===== src/hw/rtl/fcsu_pkg.sv =====
// Shared constants and types for the four-channel sample unpacker.
`timescale 1ns / 1ps
`default_nettype none
package fcsu_pkg;

    localparam int BYTE_W      = 8;
    localparam int CODE_W      = 4;
    localparam int SAMPLE_W    = 24;
    localparam int WIDTH_W     = 5;
    localparam int NUM_SAMPLES = 4;
    // largest code the header nibble can carry
    localparam int CODE_TOP    = 15;
    // stream bits that the largest code can address
    localparam int PAD_W       = CODE_TOP * BYTE_W;

    localparam logic [CODE_W-1:0] CODE_EMPTY = 4'h0;

    // group descriptor handed from the collector to the extractor
    typedef struct packed {
        logic              bad;
        logic [CODE_W-1:0] code;
    } t_grp_ctl;

    localparam int CTL_W = $bits(t_grp_ctl);

endpackage
`default_nettype wire


===== src/hw/rtl/fcsu_front.sv =====
// Byte collector: parses headers, gathers data bytes, pushes complete groups.
`timescale 1ns / 1ps
`default_nettype none
module fcsu_front #(
    parameter int MAX_CODE = 12
) (
    input  wire                                   i_clk,
    input  wire                                   i_rst_n,
    input  wire                                   i_in_valid,
    output logic                                  o_in_ready,
    input  wire  [fcsu_pkg::BYTE_W-1:0]           i_in_byte,
    input  wire                                   i_q_full,
    output logic                                  o_push,
    output fcsu_pkg::t_grp_ctl                    o_ctl,
    output logic [MAX_CODE*fcsu_pkg::BYTE_W-1:0]  o_stream
);

    localparam int IDX_W = (MAX_CODE > 1) ? $clog2(MAX_CODE) : 1;
    localparam logic [fcsu_pkg::CODE_W:0] MAX_CODE_V = (fcsu_pkg::CODE_W + 1)'(MAX_CODE);

    logic [fcsu_pkg::CODE_W-1:0] r_remain, n_remain;
    logic [fcsu_pkg::CODE_W-1:0] r_code, n_code;
    logic [IDX_W-1:0]            r_idx, n_idx;
    logic [fcsu_pkg::BYTE_W-1:0] r_bytes [MAX_CODE];

    logic                        collecting;
    logic [fcsu_pkg::CODE_W-1:0] hdr_code;
    logic                        hdr_bad;
    logic                        complete;
    logic                        accept;

    assign collecting = (r_remain != '0);
    assign hdr_code   = i_in_byte[fcsu_pkg::CODE_W-1:0];
    assign hdr_bad    = ({1'b0, hdr_code} > MAX_CODE_V);
    assign complete   = collecting ? (r_remain == fcsu_pkg::CODE_W'(1))
                                   : ((hdr_code == fcsu_pkg::CODE_EMPTY) || hdr_bad);

    // header bytes and the byte that closes a group need queue space; other data bytes do not
    assign o_in_ready = !i_q_full || (collecting && (r_remain != fcsu_pkg::CODE_W'(1)));
    assign accept     = i_in_valid && o_in_ready;
    assign o_push     = accept && complete;

    always_comb begin
        o_ctl.bad  = !collecting && hdr_bad;
        o_ctl.code = collecting ? r_code : fcsu_pkg::CODE_EMPTY;
        for (int j = 0; j < MAX_CODE; j++) begin
            if (collecting && (r_idx == IDX_W'(j))) begin
                o_stream[j*fcsu_pkg::BYTE_W +: fcsu_pkg::BYTE_W] = i_in_byte;
            end else begin
                o_stream[j*fcsu_pkg::BYTE_W +: fcsu_pkg::BYTE_W] = r_bytes[j];
            end
        end
    end

    always_comb begin
        n_remain = r_remain;
        n_code   = r_code;
        n_idx    = r_idx;
        if (accept) begin
            if (collecting) begin
                n_remain = r_remain - fcsu_pkg::CODE_W'(1);
                n_idx    = r_idx + IDX_W'(1);
            end else if (!hdr_bad && (hdr_code != fcsu_pkg::CODE_EMPTY)) begin
                n_remain = hdr_code;
                n_code   = hdr_code;
                n_idx    = '0;
            end
        end
    end

    always_ff @(posedge i_clk) begin
        if (!i_rst_n) begin
            r_remain <= '0;
            r_code   <= '0;
            r_idx    <= '0;
        end else begin
            r_remain <= n_remain;
            r_code   <= n_code;
            r_idx    <= n_idx;
        end
    end

    always_ff @(posedge i_clk) begin
        if (accept && collecting) begin
            r_bytes[r_idx] <= i_in_byte;
        end
    end

endmodule
`default_nettype wire


===== src/hw/rtl/fcsu_queue.sv =====
// Two-entry queue of collected groups between collector and extractor.
`timescale 1ns / 1ps
`default_nettype none
module fcsu_queue #(
    parameter int DATA_W = 101
) (
    input  wire               i_clk,
    input  wire               i_rst_n,
    input  wire               i_push,
    input  wire  [DATA_W-1:0] i_data,
    output logic              o_full,
    input  wire               i_pop,
    output logic [DATA_W-1:0] o_data,
    output logic              o_empty
);

    logic [DATA_W-1:0] r_mem [2];
    logic              r_wr_ptr, n_wr_ptr;
    logic              r_rd_ptr, n_rd_ptr;
    logic [1:0]        r_count, n_count;
    logic              do_push;
    logic              do_pop;

    assign o_full  = (r_count == 2'd2);
    assign o_empty = (r_count == 2'd0);
    assign do_push = i_push && !o_full;
    assign do_pop  = i_pop && !o_empty;
    assign o_data  = r_mem[r_rd_ptr];

    always_comb begin
        n_wr_ptr = r_wr_ptr ^ do_push;
        n_rd_ptr = r_rd_ptr ^ do_pop;
        n_count  = r_count + 2'(do_push) - 2'(do_pop);
    end

    always_ff @(posedge i_clk) begin
        if (!i_rst_n) begin
            r_wr_ptr <= 1'b0;
            r_rd_ptr <= 1'b0;
            r_count  <= 2'd0;
        end else begin
            r_wr_ptr <= n_wr_ptr;
            r_rd_ptr <= n_rd_ptr;
            r_count  <= n_count;
        end
    end

    always_ff @(posedge i_clk) begin
        if (do_push) begin
            r_mem[r_wr_ptr] <= i_data;
        end
    end

endmodule
`default_nettype wire


===== src/hw/rtl/fcsu_back.sv =====
// Sample extractor: slices four samples per group and drives the result register.
`timescale 1ns / 1ps
`default_nettype none
module fcsu_back #(
    parameter int MAX_CODE = 12
) (
    input  wire                                   i_clk,
    input  wire                                   i_rst_n,
    input  wire                                   i_q_empty,
    input  fcsu_pkg::t_grp_ctl                    i_ctl,
    input  wire  [MAX_CODE*fcsu_pkg::BYTE_W-1:0]  i_stream,
    output logic                                  o_pop,
    output logic                                  o_out_valid,
    input  wire                                   i_out_ready,
    output logic signed [fcsu_pkg::SAMPLE_W-1:0]  o_sample_a,
    output logic signed [fcsu_pkg::SAMPLE_W-1:0]  o_sample_b,
    output logic signed [fcsu_pkg::SAMPLE_W-1:0]  o_sample_c,
    output logic signed [fcsu_pkg::SAMPLE_W-1:0]  o_sample_d,
    output logic [fcsu_pkg::WIDTH_W-1:0]          o_sample_width,
    output logic                                  o_bad_header
);

    localparam int STREAM_W = MAX_CODE * fcsu_pkg::BYTE_W;
    localparam int SW       = fcsu_pkg::SAMPLE_W;

    logic [fcsu_pkg::PAD_W-1:0] pad;
    logic [SW-1:0]              cand [fcsu_pkg::CODE_TOP+1][fcsu_pkg::NUM_SAMPLES];
    logic [SW-1:0]              sel  [fcsu_pkg::NUM_SAMPLES];

    logic                       r_valid;
    logic [SW-1:0]              r_smp [fcsu_pkg::NUM_SAMPLES];
    logic [fcsu_pkg::WIDTH_W-1:0] r_width;
    logic                       r_bad;

    generate
        if (STREAM_W < fcsu_pkg::PAD_W) begin : g_pad
            assign pad = {{(fcsu_pkg::PAD_W - STREAM_W){1'b0}}, i_stream};
        end else begin : g_trim
            assign pad = i_stream[fcsu_pkg::PAD_W-1:0];
        end
    endgenerate

    // one fixed slice per (code, sample); code 0 stands for empty or bad groups
    generate
        for (genvar k = 0; k < fcsu_pkg::NUM_SAMPLES; k++) begin : g_smp
            assign cand[0][k] = '0;
            for (genvar c = 1; c <= fcsu_pkg::CODE_TOP; c++) begin : g_code
                if (2 * c < SW) begin : g_ext
                    assign cand[c][k] = {{(SW - 2*c){pad[k*2*c + 2*c - 1]}},
                                         pad[k*2*c +: 2*c]};
                end else begin : g_cut
                    assign cand[c][k] = pad[k*2*c +: SW];
                end
            end
            assign sel[k] = cand[i_ctl.code][k];
        end
    endgenerate

    assign o_pop       = !i_q_empty && (!r_valid || i_out_ready);
    assign o_out_valid = r_valid;

    always_ff @(posedge i_clk) begin
        if (!i_rst_n) begin
            r_valid <= 1'b0;
        end else if (o_pop) begin
            r_valid <= 1'b1;
        end else if (i_out_ready) begin
            r_valid <= 1'b0;
        end
    end

    always_ff @(posedge i_clk) begin
        if (o_pop) begin
            for (int k = 0; k < fcsu_pkg::NUM_SAMPLES; k++) begin
                r_smp[k] <= sel[k];
            end
            r_width <= {i_ctl.code, 1'b0};
            r_bad   <= i_ctl.bad;
        end
    end

    assign o_sample_a     = r_smp[0];
    assign o_sample_b     = r_smp[1];
    assign o_sample_c     = r_smp[2];
    assign o_sample_d     = r_smp[3];
    assign o_sample_width = r_width;
    assign o_bad_header   = r_bad;

endmodule
`default_nettype wire


===== src/hw/rtl/four_channel_sample_unpacker_core.sv =====
// Path: the transaction carrying a group's last byte pushes it into the queue (the header
// itself for empty or bad groups); the extractor then pops it into the output register.
// Throughput: one byte per cycle while the group queue has room; a valid group of code c
// takes c+1 byte transactions and a bad header takes one, set by the single byte port; a
// 2-entry group queue plus output register decouple stalls.
// Reset: synchronous, active low, clears parser, queue control and output valid; no clearing pass.
`timescale 1ns / 1ps
`default_nettype none
module four_channel_sample_unpacker_core #(
    parameter int MAX_SAMPLE_BITS = 24
) (
    input  wire                                  i_clk,
    input  wire                                  i_rst_n,
    input  wire                                  i_in_valid,
    output logic                                 o_in_ready,
    input  wire  [fcsu_pkg::BYTE_W-1:0]          i_in_byte,
    output logic                                 o_out_valid,
    input  wire                                  i_out_ready,
    output logic signed [fcsu_pkg::SAMPLE_W-1:0] o_sample_a,
    output logic signed [fcsu_pkg::SAMPLE_W-1:0] o_sample_b,
    output logic signed [fcsu_pkg::SAMPLE_W-1:0] o_sample_c,
    output logic signed [fcsu_pkg::SAMPLE_W-1:0] o_sample_d,
    output logic [fcsu_pkg::WIDTH_W-1:0]         o_sample_width,
    output logic                                 o_bad_header
);

    localparam int MAX_CODE = MAX_SAMPLE_BITS / 2;
    localparam int STREAM_W = MAX_CODE * fcsu_pkg::BYTE_W;
    localparam int REC_W    = STREAM_W + fcsu_pkg::CTL_W;

    logic                   q_full;
    logic                   q_empty;
    logic                   push;
    logic                   pop;
    fcsu_pkg::t_grp_ctl     push_ctl;
    fcsu_pkg::t_grp_ctl     head_ctl;
    logic [STREAM_W-1:0]    push_stream;
    logic [STREAM_W-1:0]    head_stream;
    logic [REC_W-1:0]       head_rec;

    fcsu_front #(
        .MAX_CODE (MAX_CODE)
    ) u_front (
        .i_clk      (i_clk),
        .i_rst_n    (i_rst_n),
        .i_in_valid (i_in_valid),
        .o_in_ready (o_in_ready),
        .i_in_byte  (i_in_byte),
        .i_q_full   (q_full),
        .o_push     (push),
        .o_ctl      (push_ctl),
        .o_stream   (push_stream)
    );

    fcsu_queue #(
        .DATA_W (REC_W)
    ) u_queue (
        .i_clk   (i_clk),
        .i_rst_n (i_rst_n),
        .i_push  (push),
        .i_data  ({push_ctl, push_stream}),
        .o_full  (q_full),
        .i_pop   (pop),
        .o_data  (head_rec),
        .o_empty (q_empty)
    );

    assign head_ctl    = fcsu_pkg::t_grp_ctl'(head_rec[REC_W-1 -: fcsu_pkg::CTL_W]);
    assign head_stream = head_rec[STREAM_W-1:0];

    fcsu_back #(
        .MAX_CODE (MAX_CODE)
    ) u_back (
        .i_clk          (i_clk),
        .i_rst_n        (i_rst_n),
        .i_q_empty      (q_empty),
        .i_ctl          (head_ctl),
        .i_stream       (head_stream),
        .o_pop          (pop),
        .o_out_valid    (o_out_valid),
        .i_out_ready    (i_out_ready),
        .o_sample_a     (o_sample_a),
        .o_sample_b     (o_sample_b),
        .o_sample_c     (o_sample_c),
        .o_sample_d     (o_sample_d),
        .o_sample_width (o_sample_width),
        .o_bad_header   (o_bad_header)
    );

endmodule
`default_nettype wire


===== config.mk =====
export PLATFORM = sky130hd
export DESIGN_NAME = four_channel_sample_unpacker_core
export DESIGN_NICKNAME = d
export VERILOG_FILES = /design/src/hw/rtl/fcsu_pkg.sv /design/src/hw/rtl/fcsu_front.sv /design/src/hw/rtl/fcsu_queue.sv /design/src/hw/rtl/fcsu_back.sv /design/src/hw/rtl/four_channel_sample_unpacker_core.sv
export SDC_FILE = /design/constraint.sdc
export NUM_CORES = 1
export LEC_CHECK = 0
export ABC_AREA = 1
export BUFFER_PORTS_ARGS = -buffer_cell sky130_fd_sc_hd__buf_2
export CAP_MARGIN = 20
export CORE_UTILIZATION = 56
export DETAILED_ROUTE_END_ITERATION = 12
export PLACE_DENSITY = 0.77
export SLEW_MARGIN = 20
export SYNTH_ARGS = -nofsm -noshare
export SYNTH_HDL_FRONTEND = slang
export SYNTH_SLANG_ARGS = --single-unit

===== constraint.sdc =====
create_clock -name i_clk -period 7.23 [get_ports i_clk]
set_input_delay 1.0845 -clock i_clk [delete_from_list [all_inputs] [get_ports i_clk]]
set_output_delay 1.0845 -clock i_clk [all_outputs]
set_load 0.02 [all_outputs]

# After elaboration in Yosys (flattened, before gate mapping)
# Memory sizes are Yosys's and may differ from the RTL's. A register that Yosys moved wholly into a read port is not among the register bits.
# Index checks and enable logic that the tools add are counted.
# op_classes
reduce_logical,38
bitwise,4
add_sub_neg,4
eq_ne,14
muxes,30
order_cmp,2
# op_table
operator,n
binary-select mux 96 bit (select 4 bit),1
2-to-1 mux 96 bit,2
2-to-1 mux 8 bit,12
logical AND 1 bit,21
2-to-1 mux 4 bit,5
equality test 4 x 3 -> 1 bit (second input constant),4
equality test 4 bit (second input constant),4
2-to-1 mux 1 bit,10
equality test 4 x 1 -> 1 bit (second input constant),2
equality test 4 x 2 -> 1 bit (second input constant),2
zero test 4 bit,2
nonzero test 4 bit,2
greater-or-equal comparator 5 bit (second input constant),1
zero test 1 bit,5
NOT 4 -> 5 bit,1
adder 4 x 1 -> 4 bit (second input constant),1
greater-than comparator 4 bit (second input constant),1
inequality test 4 x 1 -> 1 bit (second input constant),1
nonzero test 2 bit,2
subtractor 4 x 1 -> 4 bit (second input constant),1
logical OR 1 bit,3
AND reduction 3 bit,1
adder 2 x 1 -> 2 bit,1
equality test 2 bit (second input constant),1
5 further kinds,6
# totals
n_memories,3
out_inout_bits,104
in_bits,12
ramBits,394
regBits,22
# memory_table
name,words,word_bits,rd,rd_ports_with_merged_regs,write_ports,line_no,rtl
u_queue.r_mem,2,101,1,1,1,fcsu_queue.sv:17,logic [DATA_W-1:0] r_mem [2];
u_back.r_smp,4,24,4,0,4,fcsu_back.sv:31,logic [SW-1:0] r_smp [fcsu_pkg::NUM_SAMPLES];
u_front.r_bytes,12,8,12,0,1,fcsu_front.sv:24,logic [fcsu_pkg::BYTE_W-1:0] r_bytes [MAX_CODE];

# Depth between registers and ports, before layout
# logic_depth
depth_word,8
ltp_mapped,14
depth_no_buf,11

# Hierarchy
# From an unflattened synthesis, not the netlist that was laid out.
# hier_totals
cells_unflattened,2182
hier_area_um2,21191.6
# modules_own_cells
module,cells_each,area_each_um2,n_inst
fcsu_back,1371,8360.5,1
fcsu_queue,351,7997.7,1
fcsu_front,460,4833.4,1

# Worst setup path before layout
# OpenSTA, ideal clock, no wires.
# synth_path
path_type,input-to-reg
start,input port i_out_ready
end,register u_queue.r_count[1]
n_path_buf,0
arrival_ns,6.802
setup_time_ns,0.070
t_required_ns,7.160
slack_ns,0.358
path_stages,8
path_cell_list,nor2_1 nor2_1 ha_1 inv_1 ha_1 xor2_1 o21ai_0 a21oi_1
# synth_between
elab_chain_cells,4
# synth_lines
item,line_no,rtl
from (decl),four_channel_sample_unpacker_core.sv:18,"input wire i_out_ready,"
logical OR 1 bit,fcsu_back.sv:59,assign o_pop = !i_q_empty && (!r_valid || i_out_ready);
logical AND 1 bit,fcsu_back.sv:59,
named net pop,four_channel_sample_unpacker_core.sv:34,logic pop;
logical AND 1 bit,fcsu_queue.sv:27,assign do_pop = i_pop && !o_empty;
subtractor 2 x 1 -> 2 bit,fcsu_queue.sv:33,n_count = r_count + 2'(do_push) - 2'(do_pop);
to (signal assigned),fcsu_queue.sv:44,r_count <= n_count;
to (decl),fcsu_queue.sv:20,"logic [1:0] r_count, n_count;"
# The timed path passes the listed nets, and every way through them passes these cells.
# A chain may end at the register's enable or synchronous reset.

==> summary.txt <==
Critical path
  – Data required time of the worst path: 7.68 ns
  – Critical Path AT: 4.80 ns
  – Setup crit start kind: register
  – CP Class: reg -> reg
  – Critical path fanouts, max: 88
  – Crit end category: register

Finish
  – Layout area overhead: 8.64%
  – # fillers: 3,158
  – Post-Layout Cell Count: 2,974
  – Multi-input logic area: 7600 um2
  – Register area: 12,300 um2
  – Layout cells sized above 1: 9.18%
  – Antenna cell count: 0
  – Nets@finish: 2,496

Detailed routing
  – Detail Route Antenna Nets: 0
  – DRC violations left: 0
  – Via Count: 16,788
  – DRT Pass-1 Iters: 5
  – Drt wl/cell: 19.7 um
  – DR iter-0 viols: 1,843
  – Vias per cell: 5.64
  – DRT Wirelength: 58,500 um

Power and ir drop
  – Flop pwr share: 34.1%
  – VDD IR max: 0.000361 V
  – Int Pwr: 5.95 mW
  – Psw: 4.95 mW
  – Clk network pwr share: 18.9%
  – PD cells: 478 nW/um2
  – Leakage power: 10.3 nW
  – Switching share of total power: 45.4%
  – Comb power frac: 47.0%

Global routing
  – First-pass GRT wire length: 89,700 um
  – Vias in the first global route: 15,446
  – Antenna violations before repair: 0
  – Total GRT Usage: 31.1%
  – Largest net degree at the start of global routing: 101
  – Grt total ovfl: 0

STA
  – # setup viols final: 0
  – Highest Clock Rate: 230 MHz
  – Final period utilization: 60.2%
  – Worst Slack Setup Final: 2.88 ns
  – Fin Hold WS: 0.487 ns
  – Minimum clock period: 4.35 ns
  – Final Skew: 0.0277 ns
  – Tightest Pin Transition: 1.06 ns
  – Hold Vio Cnt, Final: 0
  – RSZ-0062 raised after global routing: false
  – Final Max Tran Viols: 0
  – Relative slew slack: 29.2%
  – Total negative slack: 0 ns

CTS
  – CTS clk-pin slew, worst paths: 0.06 ns
  – Clock Latency Late Sink: 0.59 ns
  – Clock H-tree levels: 2
  – Post-CTS setup buffer count: 0
  – Clk root buf: clkbuf_16
  – CTS Hold Bufs: 0
  – Post_cts resized: 0
  – CTS tree: yes
  – Cts bufs inserted: 42
  – Clock buffer depth: 3
  – CTS sink count: 417

Placement
  – Post-Place Setup Slack: 2.77 ns
  – Routability cong.: 0.984
  – Port Buffers: 114
  – Dpl cells: 2,897
  – HPWL after DPL: 41,300 um

Hold path
  – Hold path start: u_queue.r_count[1]
  – Hold Path Class: reg -> reg

Floorplan
  – Starting Density: 57.1%
  – Cell Rows: 70
  – IO Pins: 116
  – DIE AREA: 38,200 um2
  – Die Ht: 196 um
  – Core region area: 36,700 um2
  – Die W: 196 um

Logic synthesis
  – Post-synthesis register bit count: 417
  – Avg Synthesized Cell Area: 8.65 um2
  – Synth async-reset ratio: 0%
  – Synth area leader: edfxtp_1
  – Synth top cells by count: nand2_1 (1,315), edfxtp_1 (399), nor2_1 (154), o21ai_0 (120), nand3_1 (98)
  – Synth Instances: 2,425
  – Count of different cell masters after synthesis: 33
  – EDFF count, synth: 399
  – Top_reg_cell synth: edfxtp_1
  – Synth top area cells: edfxtp_1 (57%), nand2_1 (24%), o21ai_0 (2.9%)
  – Post-synthesis sequential area ratio: 58.9%
  – Post-synth top area share: 57.1%
  – Count leader, synth: nand2_1
  – Syn nets: 2,448
  – Mapped Area: 21,000 um2
  – YS warnings: 0

Run status
  – Status: complete, no violations

Flow run
  – Max Cap Viol: 0
sequential cells by signal, indices dropped and copies added, names as in the netlist, named ones only:
| register | cells |
|---|---|
| u_back.r_smp | 96 |
| u_back.o_out_valid | 1 |
| u_front.r_bytes | 96 |
| u_front.r_idx | 4 |
| u_queue.r_rd_ptr | 1 |
| u_front.r_code | 4 |
| u_back.o_sample_width | 4 |
| u_queue.r_wr_ptr | 1 |
| u_queue.r_count | 2 |
| u_front.r_remain | 4 |
| u_back.o_bad_header | 1 |
| u_queue.r_mem | 202 |
cell type report:
cell class	instances	area share (%)
clock buffers	57	4.95
multi-input cells	1812	33.3
clock inverters	20	0.736
repair buffers	129	3.00
well taps	468	2.57
flip-flops and latches	417	54.2
inverters	71	1.20
worst max-delay path: stages, from the launching register on:
cell and delay (ns):
dfxtp_4 0.50, buf_4 0.74, nand2_1 0.16, nand2_2 0.52
nand2_2 0.24, inv_2 0.81, buf_4 0.53, nand2_1 0.13
nand2_1 0.08, inv_1 0.03, nand2_1 0.05, nand2_1 0.22
nand2_1 0.15
power groups by stage:
stage / Combinational, mW / Sequential [mW] / Clock, mW
after floorplan: 3.22 / 4.17 / 0
after global placement: 5.00 / 3.74 / 0
after detailed placement: 5.01 / 3.76 / 0
after CTS: 5.03 / 3.71 / 2.08
after global routing: 5.62 / 3.76 / 2.17
final: 5.12 / 3.71 / 2.06
final timing paths:
path | end | slack, ns | cells past startpoint
setup reg to reg | u_back.r_smp[0][16] | 2.88 | 12
hold / removal | u_queue.r_count[1] | 0.49 | 1
setup / recovery | u_back.r_smp[0][16] | 2.88 | 12
hold reg to reg | u_queue.r_count[1] | 0.49 | 1
per-layer routing:
layer | part of all wire [%] | wire length, um | GRT usage [%]
met1 | 44 | 25800 | 47.3
met2 | 44 | 25800 | 46.2
met5 | 0 | 0 | 0
met3 | 9.8 | 5710 | 5.18
met4 | 2.0 | 1160 | 7.90
metrics by stage:
step / power, mW / cell area [um2] / util (%)
5_1_grt: 11.6 / 22800 / 62.1
3_3_place_gp: 8.74 / 21500 / 58.5
6_report: 10.9 / 22800 / 62.1
4_1_cts: 10.8 / 22800 / 62.1
3_5_place_dp: 8.78 / 21500 / 58.5
2_1_floorplan: 7.40 / 21000 / -
placed cells by master (no fill, tap or decap), drive strengths merged, types with 4 or more instances in the layout:
master,instances
inv,74
ha,11
edfxtp,399
nand3,99
clkinv,14
o21ai,150
nand4,35
nor2,159
nand2,1330
clkbuf,57
buf,129
dfxtp,18
nor3,4
a21oi,12
kinds of logic after synthesis:
| group | after synthesis | share of synthesized area (%) |
|---|---|---|
| and+or+nand+nor | 1631 | 31.2 |
| DFF | 417 | 58.9 |
| buffers and inverters | 196 | 5.09 |
| AOI/OAI and AO/OA | 165 | 4.01 |
| adders and majority gates | 11 | 0.656 |
| xor gates and xnor gates | 4 | 0.167 |
| other | 1 | 0.0179 |
No activity file was read; power rests on OpenSTA's default activity.
